File: src/rtl/glpe_pkg.sv
// glpe_pkg: shared types, constants and direction tables of the lost point extrapolation unit
// holds the control word layout used by the microcode rom, the datapath and the top level
// no dependencies
`timescale 1ns / 1ps

package glpe_pkg;

  localparam int ROW_W = 6;   // row and column field width
  localparam int CFG_W = 7;   // grid side register width
  localparam int POS_W = 10;  // signed neighbor position, covers side up to 256 plus offsets
  localparam int CNT_W = 4;   // count of used directions, 0..8
  localparam int ST_W  = 2;
  localparam int DIR_W = 4;   // direction counter, top bit marks all eight done

  localparam logic [CFG_W-1:0] GRID_SIDE_RESET = 7'd64;

  localparam logic OP_LOAD  = 1'b0;
  localparam logic OP_QUERY = 1'b1;

  localparam logic [ST_W-1:0] STAT_OK       = 2'd0;
  localparam logic [ST_W-1:0] STAT_NOT_LOST = 2'd1;
  localparam logic [ST_W-1:0] STAT_NO_DIR   = 2'd2;

  // program steps
  typedef enum logic [3:0] {
    S_CLEAR,
    S_IDLE,
    S_RD_CTR,
    S_CHK_CTR,
    S_RD_FAR,
    S_RD_NEAR_ACC,
    S_DIV_INIT,
    S_DIV_STEP,
    S_FINISH,
    S_EMIT
  } step_t;

  typedef enum logic [2:0] {
    C_ALWAYS,
    C_CLR_BUSY,
    C_NO_QUERY,
    C_CTR_OUT,
    C_NOT_LOST,
    C_DIR_MORE,
    C_NO_DIR,
    C_DIV_BUSY
  } cond_t;

  typedef enum logic [1:0] {
    RD_NONE,
    RD_CENTER,
    RD_NEAR,
    RD_FAR
  } rd_sel_t;

  typedef enum logic [1:0] {
    SS_KEEP,
    SS_NOT_LOST,
    SS_BY_COUNT
  } st_sel_t;

  typedef struct packed {
    logic    accept;      // input channel open
    logic    clear_wr;    // write zero at the clear counter
    rd_sel_t rd;          // memory read and address source
    logic    init;        // clear sums, count and direction
    logic    latch_near;
    logic    accum;
    logic    div_start;
    logic    finish;
    logic    emit;        // hand the result to the output register
    st_sel_t st;
    cond_t   cond;
    step_t   target;
  } ucode_t;

  typedef struct packed {
    logic clr_busy;
    logic ctr_out;
    logic ctr_not_lost;
    logic dir_more;
    logic no_dir;
    logic div_busy;
  } dp_stat_t;

  // order: up, down, left, right, then the four diagonals
  function automatic logic signed [2:0] dir_drow(input logic [2:0] d);
    logic signed [2:0] v;
    unique case (d) inside
      3'd0, 3'd4, 3'd5: v = -3'sd1;
      3'd1, 3'd6, 3'd7: v = 3'sd1;
      default:          v = 3'sd0;
    endcase
    return v;
  endfunction

  function automatic logic signed [2:0] dir_dcol(input logic [2:0] d);
    logic signed [2:0] v;
    unique case (d) inside
      3'd2, 3'd4, 3'd6: v = -3'sd1;
      3'd3, 3'd5, 3'd7: v = 3'sd1;
      default:          v = 3'sd0;
    endcase
    return v;
  endfunction

endpackage

File: src/rtl/glpe_ucode_rom.sv
// glpe_ucode_rom: control program of the lost point extrapolation sequencer
// one control word per step; uses types from glpe_pkg
`timescale 1ns / 1ps

module glpe_ucode_rom import glpe_pkg::*; (
  input  step_t  step,
  output ucode_t ctl
);

  always_comb begin
    ctl        = '0;
    ctl.rd     = RD_NONE;
    ctl.st     = SS_KEEP;
    ctl.cond   = C_ALWAYS;
    ctl.target = S_IDLE;
    unique case (step)
      S_CLEAR: begin
        ctl.clear_wr = 1'b1;
        ctl.cond     = C_CLR_BUSY;
        ctl.target   = S_CLEAR;
      end
      S_IDLE: begin
        // loads are written here and never leave this step
        ctl.accept = 1'b1;
        ctl.cond   = C_NO_QUERY;
        ctl.target = S_IDLE;
      end
      S_RD_CTR: begin
        ctl.rd     = RD_CENTER;
        ctl.init   = 1'b1;
        ctl.st     = SS_NOT_LOST;
        ctl.cond   = C_CTR_OUT;
        ctl.target = S_EMIT;
      end
      S_CHK_CTR: begin
        ctl.rd     = RD_NEAR;
        ctl.cond   = C_NOT_LOST;
        ctl.target = S_EMIT;
      end
      S_RD_FAR: begin
        ctl.rd         = RD_FAR;
        ctl.latch_near = 1'b1;
        ctl.cond       = C_ALWAYS;
        ctl.target     = S_RD_NEAR_ACC;
      end
      S_RD_NEAR_ACC: begin
        ctl.rd     = RD_NEAR;
        ctl.accum  = 1'b1;
        ctl.cond   = C_DIR_MORE;
        ctl.target = S_RD_FAR;
      end
      S_DIV_INIT: begin
        ctl.div_start = 1'b1;
        ctl.st        = SS_BY_COUNT;
        ctl.cond      = C_NO_DIR;
        ctl.target    = S_EMIT;
      end
      S_DIV_STEP: begin
        ctl.cond   = C_DIV_BUSY;
        ctl.target = S_DIV_STEP;
      end
      S_FINISH: begin
        ctl.finish = 1'b1;
        ctl.cond   = C_ALWAYS;
        ctl.target = S_EMIT;
      end
      S_EMIT: begin
        ctl.emit   = 1'b1;
        ctl.cond   = C_ALWAYS;
        ctl.target = S_IDLE;
      end
      default: begin
        ctl.cond   = C_ALWAYS;
        ctl.target = S_IDLE;
      end
    endcase
  end

endmodule

File: config.mk
export PLATFORM = sky130hd
export DESIGN_NAME = glpe_ucode_rom
export DESIGN_NICKNAME = d
export VERILOG_FILES = /design/src/rtl/glpe_pkg.sv /design/src/rtl/glpe_ucode_rom.sv
export SDC_FILE = /design/constraint.sdc
export NUM_CORES = 1
export LEC_CHECK = 0
export BUFFER_PORTS_ARGS = -buffer_cell sky130_fd_sc_hd__buf_2
export CORE_AREA = 2 2 39 41
export DETAILED_ROUTE_END_ITERATION = 10
export DIE_AREA = 0 0 41 43
export SETUP_SLACK_MARGIN = 0.15
export SLEW_MARGIN = 10
export SYNTH_ARGS = -nofsm -noshare
export SYNTH_HDL_FRONTEND = slang
export SYNTH_SLANG_ARGS = --single-unit
File: constraint.sdc
create_clock -name vclk -period 1.41
set_input_delay 0.0705 -clock vclk [all_inputs]
set_output_delay 0.0705 -clock vclk [all_outputs]
set_load 0.01 [all_outputs]
==> out/qor_table.md <==
| Group | Item | This run |
|---|---|---|
| detailed routing | WL/cell | 9.94 um |
| detailed routing | Drt via density | 4.31 |
| global route | Antenna violations before repair | 0 |
| synth | Synthesized netlist net count | 40 |
| flow run | Total of max-cap violations | 0 |
| global route | Number of global-route vias before repair | 246 |
| detailed routing | Drt pass-1 iters | 2 |
| floorplan | Cell Rows | 14 |
| finish | Area occupied by registers | 0 sq um |
| status | Result of the run | complete, no violations |
| power and ir drop | Leakage power total | 0.167 nW |
| setup path | Kind of start point of the critical path | input pin |
| global route | GRT Resource Usage Total | 8.29% |
| setup path | Kind of cell with the highest combined delay on the critical path | buffers and inverters |
| detailed routing | Post-route antenna net violation count | 0 |
| min path | Hold Crit Endpoint | ctl[15] |
| clocking | Setup fix buffers added after clock tree synthesis | 0 |
| clocking | Post_cts resized | 0 |
| sta | Setup repair after global routing missed its margin | false |
| synth | Yosys top cell area share | 14.5% |
| finish | Final antenna diode count | 0 |
| sta | Transition at the pin with the smallest max-transition slack | 0.245 ns |
| floorplan | DIE WIDTH | 41 um |
| synth | Leading post-synthesis cells by cell area | sky130_fd_sc_hd__nand2b_1, sky130_fd_sc_hd__nor3_1, sky130_fd_sc_hd__nor2_1, sky130_fd_sc_hd__o32ai_1, sky130_fd_sc_hd__buf_2 |
| global route | Grt total ovfl | 0 |
| setup path | Data required time of the worst path | 1.34 ns |
| placement | Total of buffers placed on input and output ports | 23 |
| setup path | Critical path buffer and inverter count | 2 |
| finish | Area grow syn2layout | 48.8% |
| finish | Number of flip-flops and latches | 0 |
| clocking | Hold buffers post-CTS | 0 |
| setup path | CP most frequent cell | sky130_fd_sc_hd__buf_2 |
| sta | Worst slew slack as a fraction of its limit | 83.7% |
| synth | Sequential cell area fraction in the yosys report | 0% |
| power and ir drop | Power Density | 287 nW/um^2 |
| placement | Placed cell area | 320 sq um |
| setup path | Chain of cells forming the critical path | buf_2 -> or3b_1 -> o31ai_1 -> buf_2 |
| synth | Mean post-synth cell area | 5.98 sq um |
| placement | Total half-perimeter wirelength after legalization and detailed placement | 570 um |
| detailed routing | Final wirelength | 696 um |
| detailed routing | DRC errors left | 0 |
| global route | Maximum number of pins on one net before global-route repair | 16 |
| sta | Sum Neg Setup Slack | 0 ns |
| synth | Number of warning messages in the yosys log | 0 |
| synth | Count of different cell masters after synthesis | 18 |
| min path | Hold Path Origin | step[0] |
| setup path | Data arrival time of the worst path | 0.90 ns |
| setup path | Slowest stage cell on the critical path | sky130_fd_sc_hd__or3b_1 |
| detailed routing | Detailed Route Iter0 Violations | 2 |
| placement | Routability congestion estimate from global placement | 0.620 |
| power and ir drop | Maximum vdd drop | 0.110 mV |
| finish | Share of final-layout standard cells stronger than drive strength 1 | 44.4% |
| sta | Max-slew violation total from the final report | 0 |
| setup path | Stage delay of the slowest cell on the critical path | 0.37 ns |
| floorplan | Starting density of the core | 15.6% |
| finish | Number of clock buffers in the layout | 0 |
| synth | Cell type with the highest aggregate area in the netlist | sky130_fd_sc_hd__nand2b_1 |
| floorplan | Io pins | 23 |
| min path | Worst hold path type | in2out |
| global route | Wire length of the first global-routing pass | 1120 um |
| finish | Final design area excluding fillers | 320 sq um |
| finish | Number of nets in the layout | 60 |
| min path | Hold path cells | 3 |
| floorplan | Area enclosed by the die boundary | 1760 sq um |
| sta | Setup-violating endpoint count in the final report | 0 |
| floorplan | Core box area | 1380 sq um |
| detailed routing | Number of vias in the routed layout | 302 |
| synth | Most frequent cells after synthesis | sky130_fd_sc_hd__nand2b_1, sky130_fd_sc_hd__nor2_1, sky130_fd_sc_hd__nor3_1 |
| synth | Cell area after synthesis | 215 sq um |
| setup path | Crit. End Element | primary output |
| synth | Mapped Cells | 36 |
| sta | Share of the clock period used by the worst path | 68.6% |
| sta | Count of endpoints failing hold in the final timing report | 0 |
| floorplan | Vert. Die Dim | 43 um |
| sta | Fmax | 1030 MHz |
| setup path | WS Path Type | in2out |
| setup path | Critical path fanouts, max | 15 |
| sta | Shortest period the worst path allows | 0.967 ns |
stage by stage:
stage / setup slack, ns / hold WS, ns / cells / power, mW / utilization [%]
2_1_floorplan: 0.577 / 0.295 / 36 / 0.0620 / -
6_report: 0.443 / 0.543 / 70 / 0.0918 / 23.1
3_5_place_dp: 0.438 / 0.540 / 70 / 0.0929 / 23.1
5_1_grt: 0.355 / 0.578 / 70 / 0.103 / 23.1
3_3_place_gp: 0.452 / 0.540 / 70 / 0.0914 / 23.1
4_1_cts: 0.442 / 0.543 / 70 / 0.0931 / 23.1
layer usage:
layer	wire length, um	vias to the layer above	track usage [%]
met2	287	15	11.3
met1	342	126	14.6
met3	66	0	0.524
li1	-	161	-
met5	0	-	0
met4	0	0	0
power breakdown:
part	internal [mW]	leakage (nW)	switching (mW)	total [mW]
Combinational	0.0362	0.167	0.0557	0.0918
Clock	0	0	0	0
Sequential	0	0	0	0
final cells by class:
class                      count  area (sq um)
fill                         162          1060
multi-input combinational     31           185
tap                           16          20.0
timing repair buffer          23           115
worst max-delay path by stage:
stage / startpoint / endpoint / depth (start not counted)
after floorplan: step[0] / ctl[11] / 4
after global placement: step[2] / ctl[16] / 4
after detailed placement: step[2] / ctl[16] / 4
after CTS: step[2] / ctl[16] / 4
after global routing: step[2] / ctl[16] / 4
final: step[2] / ctl[16] / 4
layout by cell type (no fill, tap or decap):
cell type,n
sky130_fd_sc_hd__nor2b_1,2
sky130_fd_sc_hd__a21oi_1,1
sky130_fd_sc_hd__buf_2,23
sky130_fd_sc_hd__o21ai_0,1
sky130_fd_sc_hd__and2_1,1
sky130_fd_sc_hd__o31ai_1,1
sky130_fd_sc_hd__nand2b_1,5
sky130_fd_sc_hd__nand2_1,2
sky130_fd_sc_hd__o32ai_1,2
sky130_fd_sc_hd__nor4_1,1
sky130_fd_sc_hd__nor2_1,5
sky130_fd_sc_hd__or3b_1,1
sky130_fd_sc_hd__nor3_1,5
sky130_fd_sc_hd__xor2_1,1
sky130_fd_sc_hd__xnor2_1,1
sky130_fd_sc_hd__or3_1,1
sky130_fd_sc_hd__nor3_2,1
cells by family after synthesis:
| logic type | count (synthesis) | synth area share, % |
|---|---|---|
| buffers and inverters | 5 | 13.9 |
| AO/OA/AOI/OAI | 5 | 16.3 |
| AND/OR/NAND/NOR | 24 | 61.6 |
| XOR/XNOR | 2 | 8.14 |
Power figures use the tool's default switching activity.
